[src/hdl/hfus_queue.sv]
`default_nettype none
module hfus_queue #(
  parameter int WIDTH = 8,
  parameter int DEPTH = 2
) (
  input  wire logic             clk,
  input  wire logic             rst,
  input  wire logic             push,
  input  wire logic [WIDTH-1:0] din,
  output logic                  full,
  input  wire logic             pop,
  output logic [WIDTH-1:0]      dout,
  output logic                  empty
);
  localparam int PW = (DEPTH > 1) ? $clog2(DEPTH) : 1;
  localparam int CW = $clog2(DEPTH + 1);

  logic [WIDTH-1:0] mem [DEPTH];
  logic [PW-1:0]    wr_ptr, rd_ptr;
  logic [CW-1:0]    count;
  logic             do_push, do_pop;

  assign full    = (count == CW'(DEPTH));
  assign empty   = (count == '0);
  assign do_push = push & ~full;
  assign do_pop  = pop & ~empty;
  assign dout    = mem[rd_ptr];

  // storage
  always_ff @(posedge clk) begin
    if (do_push) begin
      mem[wr_ptr] <= din;
    end
  end

  // pointers and fill count
  always_ff @(posedge clk) begin
    if (rst) begin
      wr_ptr <= '0;
      rd_ptr <= '0;
      count  <= '0;
    end else begin
      if (do_push) begin
        wr_ptr <= (wr_ptr == PW'(DEPTH - 1)) ? '0 : wr_ptr + 1'b1;
      end
      if (do_pop) begin
        rd_ptr <= (rd_ptr == PW'(DEPTH - 1)) ? '0 : rd_ptr + 1'b1;
      end
      if (do_push && !do_pop) begin
        count <= count + 1'b1;
      end else if (do_pop && !do_push) begin
        count <= count - 1'b1;
      end
    end
  end
endmodule
`default_nettype wire

[config.mk]
export PLATFORM = sky130hd
export DESIGN_NAME = hfus_queue
export DESIGN_NICKNAME = d
export VERILOG_FILES = /design/src/hdl/hfus_queue.sv
export SDC_FILE = /design/constraint.sdc
export NUM_CORES = 1
export LEC_CHECK = 0
export ABC_AREA = 1
export CAP_MARGIN = 10
export CORE_MARGIN = 2
export CORE_UTILIZATION = 58
export DETAILED_ROUTE_END_ITERATION = 16
export DONT_BUFFER_PORTS = 1
export HOLD_SLACK_MARGIN = 0.05
export PLACE_DENSITY = 0.74
export SYNTH_ARGS = -nofsm -noshare
export SYNTH_HDL_FRONTEND = slang
export SYNTH_SLANG_ARGS = --single-unit
[constraint.sdc]
create_clock -name clk -period 1.5 [get_ports clk]
set_input_delay 0.3 -clock clk [delete_from_list [all_inputs] [get_ports clk]]
set_output_delay 0.3 -clock clk [all_outputs]
set_load 0.005 [all_outputs]
==> flow_summary.ini, run 1 <==
[status]
status = finished, final reports clean

[critical_path]
critical_path_required_ps = 1200
start_kind = register
cp_cell_sequence = mux2_2
worst_path_dominant_cell_family = flip-flops
critPathKind = register to primary output
crit_fanout = 8
critical_path.slowest_cell = dfxtp_2
critPathArrivalTime_ps = 1130
critPathBufInv = 0
critPathCaptureType = primary output
max_stage_delay_ps = 450

[route]
final_antenna_net_count = 0
wl_per_cell_um = 13.9
dr_wl_met3_um = 79
dr_wl_met2_um = 591
post-route-drc-count = 0
wl_mm = 1.17
drtIter0Drc = 7
dr_total_vias = 455
via_per_inst = 5.42
met1_length_um = 477
firstDrtPassIters = 4
topRoutingLayerUsed = met4

[die]
placeableCoreArea_um2 = 1320
num_rows = 13
die_h_um = 41.8
start_util_pct = 62.9
die_w_um = 41.8
die-area_um2 = 1750
io_pins = 22

[pwr]
p_int_mw = 1.03
p_leak_nw = 0.348
powerDensity_nw_per_um2 = 1630
vdd_drop_max_mv = 1.05
p_sw_share_pct = 30.3
pwr-share-seq_pct = 56.4
p_clk_share_pct = 17.4
p_switching_mw = 0.450
combPwrFrac_pct = 26.2

[yosys]
ys_seq_area_share_pct = 70.1
synth_flop_cell = edfxtp_1
synth-edff-count = 16
yosysMostFrequentCell = edfxtp_1
async_reset_ff_share_pct = 0
postSynthCellCount = 62
syn_avg_cell_area_um2 = 13.4
synthTopCellsByArea = edfxtp_1, dfxtp_1, mux2_2
ys_seq_elements = 21
yosysTopAreaCell = edfxtp_1
synth_top_area_share_pct = 58.0
syn-cell-area_um2 = 828
synth_cell_types = 16
synth.top_cells.by_count = edfxtp_1, nor2_1, mux2_2
syn-num-nets = 75
yosysWarnings = 0

[cts]
worstSkewPairLatency_ps = 290
h-tree-depth = 1
cts_tree = done
cts_root_buffer = clkbuf_4
ctsHoldBuffers = 0
clockBufferDepth = 2
cts.sinks = 21
clkTransAtPathRegs_ps = 110
numCtsBuffers = 3

[hold_path]
hold_class = input pin to register

[sta]
max_freq_mhz = 700
slew_violations = 0
period_minus_slack_ps = 1430
final_hold_viol_count = 0
setup_violations = 0
rsz0062_at_grt = false
clock-skew-final_ps = 1.88
tightestPinTransition_ps = 198
tns_ps = 0
hold_ws_ps = 91.0
setup_ws_ps = 72.2
maxSlewHeadroom_pct = 86.8
period_share_pct = 95.2

[placement]
gp_congestion = 0.800
post-place-cells = 80
io_buffers = 0
dpl_worst_slack_ps = 93.0
hpwl_um = 855

[flow_run]
max-cap-violations = 0

[global_route]
overflow = 0
grt_pass1_vias = 490
grt_max_degree = 13
grt_pass1_wl_mm = 1.95
grtUsageTotal_pct = 15.1
grt_antenna_before_repair = 0

[cells_and_area]
nets = 83
area_delta_synth_final_pct = 9.97
diodes = 0
drive_gt1_share_pct = 34.8
instances_no_fill = 84
==> power groups by stage <==
stage	Clock (mW)	Combinational, mW	Sequential, mW
after global routing	0.281	0.451	0.854
after global placement	0	0.374	0.831
final	0.258	0.388	0.837
after floorplan	0	0.321	0.803
after CTS	0.267	0.386	0.828
after detailed placement	0	0.384	0.839
==> area by class of cell <==
class                      count  area (µm²)
multi-input combinational     31         216
tap                           15        18.8
timing repair buffer           4        30.0
clock buffer                   3        22.5
sequential                    21         584
fill                         106         407
inverter                       9        33.8
clock inverter                 1        5.00
==> cells in the final DEF, fill, tap and decap left out <==
| cell type | n |
|---|---|
| a21oi_1 | 1 |
| and2_4 | 1 |
| buf_4 | 4 |
| clkbuf_4 | 3 |
| clkinv_2 | 1 |
| dfxtp_1 | 2 |
| dfxtp_2 | 3 |
| edfxtp_1 | 16 |
| ha_1 | 1 |
| inv_1 | 7 |
| inv_2 | 2 |
| mux2_2 | 8 |
| nand2_1 | 4 |
| nand3_1 | 1 |
| nand4_1 | 1 |
| nor2_1 | 9 |
| o21ai_0 | 2 |
| o21ai_1 | 1 |
| o21ai_2 | 1 |
| o21ai_4 | 1 |
==> state kept, by name, summed over array words and instances, names as in the netlist, named ones only <==
name and flops:
count 2, mem 16, rd_ptr 1, wr_ptr 1
==> repair_timing <==
action | 4_1_cts | 5_1_grt
resized for setup | 1 | 3
endpoints found under the setup margin | 8 | 2
buffers inserted | 0 | 0
==> path summary, 6_finish.rpt <==
path	start	cells after the start	slack (ps)	endpoint
worst max-delay path	register	1	70	dout[2]
worst min-delay path	din[2]	0	90	mem[1][2]
worst max register to register	count[1]	9	150	count[1]
worst min register to register	wr_ptr	2	530	wr_ptr
==> per-stage QoR <==
step | util (%) | cell area, µm² | power (mW)
2_1_floorplan | - | 828 | 1.12
3_3_place_gp | 66.2 | 872 | 1.20
3_5_place_dp | 66.2 | 872 | 1.22
4_1_cts | 68.4 | 901 | 1.48
5_1_grt | 69.1 | 911 | 1.59
6_report | 69.1 | 911 | 1.48
==> layer usage <==
metal  track usage, %  vias to the layer above
met4             7.74                        0
met3             4.35                        4
li1                 -                      227
met1             16.0                      208
met5                0                        -
met2             26.9                       16
==> logic make-up after synthesis <==
kind of cell               Yosys count  synth area share [%]
AOI/OAI and AO/OA                    6                  4.53
adders and majority gates            1                  1.51
DFF                                 21                  70.1
muxes                                8                  10.9
and+or+nand+nor                     16                  8.31
buffers and inverters               10                  4.68
Power figures use the tool's default switching activity.
==> inputs of run 2 (changes only) <==
--- a/config.mk
+++ b/config.mk
@@ -7,7 +7,6 @@
 export LEC_CHECK = 0
 export ABC_AREA = 1
 export CAP_MARGIN = 10
-export CORE_MARGIN = 2
 export CORE_UTILIZATION = 58
 export DETAILED_ROUTE_END_ITERATION = 16
 export DONT_BUFFER_PORTS = 1
==> flow_summary.ini, run 2 (synthesized netlist as in run 1, its figures left out) <==
[global_route]
grt_pass1_wl_mm = 1.57
grt_max_degree = 13
grt_antenna_before_repair = 0
overflow = 0
grt_pass1_vias = 399
grtUsageTotal_pct = 16.0

[hold_path]
hold_class = input pin to register

[flow_run]
max-cap-violations = 0

[sta]
slew_violations = 0
final_hold_viol_count = 0
maxSlewHeadroom_pct = 86.8
max_freq_mhz = 704
tns_ps = 0
tightestPinTransition_ps = 198
clock-skew-final_ps = 5.59
period_minus_slack_ps = 1420
period_share_pct = 94.7
hold_ws_ps = 89.7
setup_violations = 0

[route]
via_per_inst = 5.29
final_antenna_net_count = 0
dr_total_vias = 444
wl_mm = 1.11
drtIter0Drc = 3
firstDrtPassIters = 4
post-route-drc-count = 0
wl_per_cell_um = 13.2

[die]
io_pins = 22
placeableCoreArea_um2 = 1320
die-area_um2 = 1580
num_rows = 13
start_util_pct = 62.9
die_h_um = 39.8
die_w_um = 39.8

[placement]
hpwl_um = 801
placed_cell_area_um2 = 865
gp_congestion = 0.711
io_buffers = 0

[cts]
cts_root_buffer = clkbuf_4
h-tree-depth = 1
clockBufferDepth = 2
worstSkewPairLatency_ps = 300
cts_tree = done
numCtsBuffers = 3
ctsHoldBuffers = 0
clkTransAtPathRegs_ps = 110
cts.sinks = 21

[cells_and_area]
final_area_um2 = 902
final_cell_mix = edfxtp_1, nor2_1, mux2_2
drive_gt1_share_pct = 33.3
seqCellArea_um2 = 583
largest_reg_flops = 16
nets = 83
fillers = 107
area_delta_synth_final_pct = 8.91
regMostFlops = mem
reg_top3 = mem x16, count x2
layout_commonest_cell = edfxtp_1
diodes = 0
multi_input_area_um2 = 209

[critical_path]
critical_path.slowest_cell = dfxtp_2
max_stage_delay_ps = 450
critPathKind = register to primary output
critPathCaptureType = primary output
crit_fanout = 8
start_kind = register
critical_path_required_ps = 1200
cp_cell_sequence = mux2_2
critPathBufInv = 0
worst_path_dominant_cell_family = flip-flops
critPathArrivalTime_ps = 1120

[pwr]
p_leak_nw = 0.346
vdd_drop_max_mv = 0.961
powerDensity_nw_per_um2 = 1640

[status]
status = finished, final reports clean
==> run 2: routing by layer <==
layer	track usage, %	up-vias	part of all wire (%)
met3	6.25	2	9.2
met4	5.17	0	0.54
li1	-	231	-
met5	0	-	0
met2	23.8	18	45
met1	21.2	193	45
==> run 2: power breakdown <==
group | switching [mW] | leakage [nW] | internal (mW) | total (mW)
Combinational | 0.211 | 0.137 | 0.189 | 0.400
Sequential | 0.0719 | 0.191 | 0.747 | 0.819
Clock | 0.158 | 0.0177 | 0.0992 | 0.257
Total | 0.441 | 0.346 | 1.03 | 1.48
==> run 2: worst reg2reg max path: cells and delay by family, from the launching register on <==
kind / cells / cell delay [ps]
AND/OR/NAND/NOR: 3 / 220
AO/OA/AOI/OAI: 1 / 170
flip-flops: 1 / 380
adder cells (fa/ha/maj): 1 / 260
buffers and inverters: 4 / 280
==> run 2: through the flow <==
step / setup WS [ps] / utilization (%) / power (mW) / instances
6_report: 80.2 / 68.5 / 1.48 / 84
5_1_grt: -3.01 / 68.5 / 1.58 / 84
4_1_cts: 52.9 / 67.8 / 1.47 / 83
3_5_place_dp: 78.3 / 65.6 / 1.22 / 79
3_3_place_gp: 125 / 65.6 / 1.21 / 79
2_1_floorplan: 179 / - / 1.12 / 62
==> run 2: what timing repair did <==
| item | CTS | global route |
|---|---|---|
| buffers inserted | 0 | 1 |
| setup endpoints to repair | 8 | 2 |
| resized for setup | 1 | 1 |
| pin swaps | 0 | 1 |
| hold endpoints to repair | 0 | 0 |
| cloned | 0 | 0 |
==> run 2: final cells by class <==
| cell class | count | share of cell area [%] |
|---|---|---|
| multi-input combinational | 31 | 23.2 |
| clock inverter | 1 | 0.555 |
| clock buffer | 3 | 2.50 |
| inverter | 9 | 3.74 |
| tap | 15 | 2.08 |
| sequential | 21 | 64.6 |
| timing repair buffer | 4 | 3.33 |
==> run 2: final timing paths <==
path	startpoint	endpoint	slack, ps	depth (start not counted)
max	register	dout[4]	80	1
min	din[3]	mem[1][3]	90	0
max reg2reg	count[1]	count[1]	150	9
min reg2reg	wr_ptr	wr_ptr	530	2
