### config.mk
export PLATFORM = sky130hd
export DESIGN_NAME = hfus_front
export DESIGN_NICKNAME = d
export VERILOG_FILES = /design/src/hdl/hfus_pkg.sv /design/src/hdl/hfus_front.sv
export SDC_FILE = /design/constraint.sdc
export NUM_CORES = 1
export LEC_CHECK = 0
export BUFFER_PORTS_ARGS = -buffer_cell sky130_fd_sc_hd__buf_2
export CAP_MARGIN = 15
export CORE_ASPECT_RATIO = 1.5
export CORE_MARGIN = 2
export CORE_UTILIZATION = 43
export DETAILED_ROUTE_END_ITERATION = 16
export PLACE_DENSITY = 0.88
export SLEW_MARGIN = 0
export SYNTH_ARGS = -nofsm -noshare
export SYNTH_HDL_FRONTEND = slang
export SYNTH_SLANG_ARGS = --single-unit
### constraint.sdc
create_clock -name vclk -period 17.7
set_clock_uncertainty 0.1 [all_clocks]
set_input_delay 4.425 -clock vclk [all_inputs]
set_output_delay 4.425 -clock vclk [all_outputs]
set_load 0.005 [all_outputs]
### src/hdl/hfus_pkg.sv
`default_nettype none
package hfus_pkg;

  // Queue depth between front and back, and of the result queue
  localparam int QUEUE_DEPTH = 2;

  // Register indexes on the configuration port
  localparam logic [2:0] REG_TIME_STEP      = 3'd0;
  localparam logic [2:0] REG_INV_TIME_STEP  = 3'd1;
  localparam logic [2:0] REG_ALPHA_TILT     = 3'd2;
  localparam logic [2:0] REG_ALPHA_HEIGHT   = 3'd3;
  localparam logic [2:0] REG_ALPHA_VELOCITY = 3'd4;
  localparam logic [2:0] REG_STEP_LIMIT     = 3'd5;
  localparam logic [2:0] REG_KP_GAIN        = 3'd6;
  localparam logic [2:0] REG_KI_GAIN        = 3'd7;

  // Register reset values
  localparam logic [15:0] RST_TIME_STEP      = 16'd1311;
  localparam logic [9:0]  RST_INV_TIME_STEP  = 10'd50;
  localparam logic [15:0] RST_ALPHA_TILT     = 16'd54067;
  localparam logic [15:0] RST_ALPHA_HEIGHT   = 16'd32768;
  localparam logic [15:0] RST_ALPHA_VELOCITY = 16'd32768;
  localparam logic [15:0] RST_STEP_LIMIT     = 16'd9830;
  localparam logic [15:0] RST_KP_GAIN        = 16'd39322;
  localparam logic [15:0] RST_KI_GAIN        = 16'd1311;

  // Range selection limits, millimetres
  localparam logic [15:0] RANGE_MAX_MM = 16'd8000;
  localparam logic [13:0] SENTINEL_MM  = 14'd8192;
  localparam logic [13:0] VALID_MAX_MM = 14'd4000;
  localparam logic [7:0]  STATUS_OK_A  = 8'd5;
  localparam logic [7:0]  STATUS_OK_B  = 8'd9;

  // Fixed-point constants
  localparam logic signed [16:0] COS_MIN        = 17'sd9830;
  localparam logic signed [16:0] COS_MAX        = 17'sd32768;
  localparam logic [16:0]        Q16_ONE        = 17'd65536;
  localparam logic [32:0]        VZ_NORM_Q16    = 33'd19661;
  localparam logic [32:0]        VZ_SPAN_Q16    = 33'd45875;
  localparam logic signed [63:0] INTEGRAL_LIMIT = 64'sd131072;
  localparam logic [15:0]        LEAK_Q16       = 16'd65503;

  // Divider
  localparam int DIV_W = 36;
  localparam logic [15:0] DIV_MM_SCALE = 16'd1000;
  localparam logic [15:0] DIV_Q_SPAN   = 16'd45875;

  typedef enum logic {DIV_BY_THOUSAND, DIV_BY_SPAN} divisor_t;

  typedef struct packed {
    logic signed [18:0] accel_z;
    logic signed [16:0] tilt_cosine;
    logic [13:0]        range_mm;
    logic               range_ok;
  } item_t;

  typedef struct packed {
    logic signed [31:0] vertical_velocity;
    logic signed [31:0] height_out;
    logic               laser_ok;
  } result_t;

  typedef struct packed {
    logic [15:0] time_step;
    logic [9:0]  inverse_time_step;
    logic [15:0] alpha_tilt;
    logic [15:0] alpha_height;
    logic [15:0] alpha_velocity;
    logic [15:0] step_limit;
    logic [15:0] kp_gain;
    logic [15:0] ki_gain;
  } cfg_t;

  typedef struct packed {
    logic           start;
    divisor_t       sel;
    logic [DIV_W-1:0] num;
  } div_req_t;

  typedef enum logic [4:0] {
    S_IDLE, S_ACC_MUL, S_ACC_DIV_GO, S_ACC_DIV_WAIT, S_DR_MUL, S_DR_UPD,
    S_TILT_MUL, S_TILT_UPD, S_H_MUL, S_H_DIV_GO, S_H_DIV_WAIT,
    S_HF_MUL, S_HF_UPD, S_VR_MUL, S_VF_MUL, S_VF_UPD, S_Q,
    S_Q_DIV_GO, S_Q_DIV_WAIT, S_KI_MUL, S_KI_ERR, S_KI_DT, S_CI_UPD,
    S_KP_MUL, S_KP_ERR, S_V_UPD, S_LEAK_MUL, S_LEAK_UPD
  } state_t;

  // Saturate to the signed 32-bit range
  function automatic logic signed [31:0] sat32(input logic signed [63:0] x);
    if (x > 64'sd2147483647) return 32'sh7fffffff;
    if (x < -64'sd2147483648) return 32'sh80000000;
    return x[31:0];
  endfunction

  // Shift right by 16, rounding to nearest, ties away from zero
  function automatic logic signed [63:0] rnd16(input logic signed [63:0] x);
    logic signed [63:0] m;
    m = (x < 0) ? -x : x;
    m = (m + 64'sd32768) >>> 16;
    return (x < 0) ? -m : m;
  endfunction

endpackage
`default_nettype wire

### src/hdl/hfus_front.sv
`default_nettype none
module hfus_front (
  input  wire logic signed [18:0] accel_z,
  input  wire logic [7:0]         zone_status_a,
  input  wire logic [7:0]         zone_status_b,
  input  wire logic [7:0]         zone_status_c,
  input  wire logic [7:0]         zone_status_d,
  input  wire logic [15:0]        zone_range_a,
  input  wire logic [15:0]        zone_range_b,
  input  wire logic [15:0]        zone_range_c,
  input  wire logic [15:0]        zone_range_d,
  input  wire logic [15:0]        fallback_range,
  input  wire logic signed [16:0] tilt_cosine,
  output hfus_pkg::item_t         item
);
  logic [3:0]  ok;
  logic [15:0] rng [4];
  logic [7:0]  sts [4];
  logic [15:0] best;
  logic        any;
  logic [13:0] mm;

  assign rng[0] = zone_range_a;
  assign rng[1] = zone_range_b;
  assign rng[2] = zone_range_c;
  assign rng[3] = zone_range_d;
  assign sts[0] = zone_status_a;
  assign sts[1] = zone_status_b;
  assign sts[2] = zone_status_c;
  assign sts[3] = zone_status_d;

  // zone qualification
  always_comb begin
    for (int i = 0; i < 4; i++) begin
      ok[i] = (sts[i] == hfus_pkg::STATUS_OK_A || sts[i] == hfus_pkg::STATUS_OK_B) &&
              (rng[i] != 16'd0) && (rng[i] < hfus_pkg::RANGE_MAX_MM);
    end
  end

  // farthest valid zone, else fallback, else sentinel
  always_comb begin
    best = '0;
    for (int i = 0; i < 4; i++) begin
      if (ok[i] && rng[i] > best) best = rng[i];
    end
    any = |ok;
    if (any) begin
      mm = best[13:0];
    end else if (fallback_range > 16'd1 && fallback_range < hfus_pkg::RANGE_MAX_MM) begin
      mm = fallback_range[13:0];
    end else begin
      mm = hfus_pkg::SENTINEL_MM;
    end
  end

  assign item.accel_z     = accel_z;
  assign item.tilt_cosine = tilt_cosine;
  assign item.range_mm    = mm;
  assign item.range_ok    = (mm <= hfus_pkg::VALID_MAX_MM) && (mm > 14'd1);
endmodule
`default_nettype wire

==> impl_metrics.env <==
export IMPL_track_usage_pct=28.9
export IMPL_drcViolationCount=0
export IMPL_tns_ps=0
export IMPL_slew_headroom_pct=37.0
export IMPL_dpl_cell_area_mm2=0.00309
export IMPL_cpMaxStageDelayCell="a2111o_1"
export IMPL_slew_viol_final=0
export IMPL_netlist_area_leader_share_pct=22.0
export IMPL_final_cell_area_mm2=0.00309
export IMPL_p_leak_nw=1.48
export IMPL_drt_total_wl_um=9900
export IMPL_period_share_pct=96.5
export IMPL_seqCellArea_um2=0
export IMPL_rows=34
export IMPL_n_clock_buffer=0
export IMPL_ir_drop_mv=0.00663
export IMPL_synthTopCellsByCount="ha_1 (46), nand2_1 (46), buf_4 (36), a21oi_1 (25), nor4_1 (22)"
export IMPL_whs_path_depth=0
export IMPL_hold_viol_final=0
export IMPL_path_max_fanout=16
export IMPL_cp_start_kind="input port"
export IMPL_synth_area_leaders="ha_1 (22%), buf_4 (10%), nand2_1 (6.6%)"
export IMPL_core_area_mm2=0.00583
export IMPL_synthesis_area_mm2=0.00261
export IMPL_post_drt_wl_per_cell_um=18.2
export IMPL_viasPerCell=6.02
export IMPL_synthCells=376
export IMPL_avgSynthCellArea_um2=6.95
export IMPL_cp_data_arrival_time_ps=12550
export IMPL_crit_type="input port to primary output"
export IMPL_dp_hpwl_um=8880
export IMPL_worstHoldStart="tilt_cosine[0]"
export IMPL_grt_pass1_vias=3313
export IMPL_synth_cell_types=57
export IMPL_holdCritPathClass="input port to primary output"
export IMPL_drive_gt1_share_pct=31.8
export IMPL_end_kind="primary output"
export IMPL_tightestPinTransition_ps=933
export IMPL_port_buffers=127
export IMPL_maxCapViolCount=0
export IMPL_vias=3271
export IMPL_initial_core_util_pct=44.8
export IMPL_area_growth_pct=18.3
export IMPL_num_antenna_cells=0
export IMPL_drtIter0Drc=158
export IMPL_io_pins=199
export IMPL_nNetsFinal=667
export IMPL_critPathTopFamily="compound AO/OA/AOI/OAI gates"
export IMPL_die_h_um=99.5
export IMPL_grt_max_degree=17
export IMPL_crit_buf_inv=6
export IMPL_die_w_um=67.7
export IMPL_status="finished clean"
export IMPL_drt_pass1_iterations=4
export IMPL_p_per_area_mw_per_mm2=14.9
export IMPL_critPathMaxStageDelay_ps=450
export IMPL_hold_end="item[15]"
export IMPL_die_area_mm2=0.00673
export IMPL_overflow=0
export IMPL_period_minus_slack_ps=17080
export IMPL_gp_congestion=0.953
export IMPL_finalSetupViolCount=0
export IMPL_ys_warn_count=0
export IMPL_ant_nets=0
export IMPL_required_ps=13180
export IMPL_max_freq_ghz=0.0586
export IMPL_rsz0062_at_grt="false"
export IMPL_grt_pass1_wl_um=14900
export IMPL_synth_seq_area_share_pct=0
export IMPL_synth_top_cell_by_area="ha_1"
export IMPL_grt_antenna_before_repair=0
export IMPL_path_common_cell="a21o_1"
export IMPL_design_seq_count=0
-- area by class of cell --
class | count | area, um2
Fill cell | 605 | 2740
Multi-Input combinational cell | 322 | 2270
Timing Repair Buffer | 130 | 658
Tap cell | 72 | 90.1
Inverter | 19 | 71.3
-- logic make-up (layout without fill, tap and decap cells) --
logic type	Yosys count	count (layout)	synth area share, %
AO/OA/AOI/OAI	91	91	23.9
XOR/XNOR	6	6	2.30
adder cells (fa/ha/maj)	47	47	22.4
buffers and inverters	62	149	14.4
multiplexers	10	10	4.26
other	1	9	0.143
AND/OR/NAND/NOR	159	159	32.6
-- per-layer routing --
| layer | up-vias | part of all wire [%] | global-route usage [%] |
|---|---|---|---|
| li1 | 1565 | - | - |
| met1 | 1454 | 33 | 26.1 |
| met2 | 187 | 53 | 57.2 |
| met3 | 65 | 7.6 | 3.17 |
| met4 | 0 | 6.3 | 17.3 |
| met5 | - | 0 | 0 |
-- power by group --
group	leakage, nW	internal [mW]	switching, mW
Sequential	0	0	0
Combinational	1.48	0.0213	0.0248
Clock	0	0	0
-- layout by cell type (no fill, tap or decap), types with 2 or more instances in the layout --
master    synthesis  layout
buf_2             1     127
nand2_1          46      46
ha_1             46      46
a21oi_1          25      25
nor4_1           22      22
inv_1            19      19
nor2_1           18      18
o21ai_0          18      18
nor3_1           15      15
a21o_1           15      15
nand4_1          14      14
conb_1            1       9
or4_1             6       6
nand3_1           5       5
and2_1            5       5
or3_1             5       5
xnor2_1           4       4
nor2b_1           4       4
mux2i_1           4       4
a22o_1            4       4
nand3b_1          3       3
nand2b_1          3       3
mux2_2            3       3
o221ai_1          3       3
o21a_1            3       3
or2_2             3       3
and3_1            3       3
a22oi_1           3       3
buf_4            36       3
o211ai_1          2       2
nor4_2            2       2
a31oi_2           1       2
o31a_1            2       2
mux2_1            2       2
o21ai_1           2       2
a31oi_1           3       2
a31o_2            2       2
-- per-stage QoR --
stage / util (%) / cells / hold WS (ps) / worst slack (ps) / total power, mW
after floorplan: - / 384 / 8830 / 1090 / 0.0269
after global placement: 53.0 / 543 / 8750 / 776 / 0.0442
after detailed placement: 53.0 / 543 / 8750 / 555 / 0.0454
after CTS: 53.0 / 543 / 8750 / 521 / 0.0457
after global routing: 53.1 / 543 / 8750 / 10.6 / 0.0509
final: 53.1 / 543 / 8750 / 624 / 0.0461
-- worst max-delay path by stage --
stage / start / end / slack (ps) / depth (start not counted)
3_3_place_gp: zone_status_a[2] / item[0] / 780 / 39
5_1_grt: zone_status_a[2] / item[0] / 10 / 39
6_report: zone_status_a[2] / item[0] / 620 / 38
2_1_floorplan: zone_status_a[5] / item[0] / 1090 / 35
3_5_place_dp: zone_status_a[2] / item[0] / 560 / 39
4_1_cts: zone_status_a[2] / item[0] / 520 / 39
-- timing repair --
item	4_1_cts	5_1_grt
hold buffers	0	0
endpoints found under the setup margin	0	1
setup buffers	0	0
resized for setup	0	1
No activity file was read; power rests on OpenSTA's default activity.
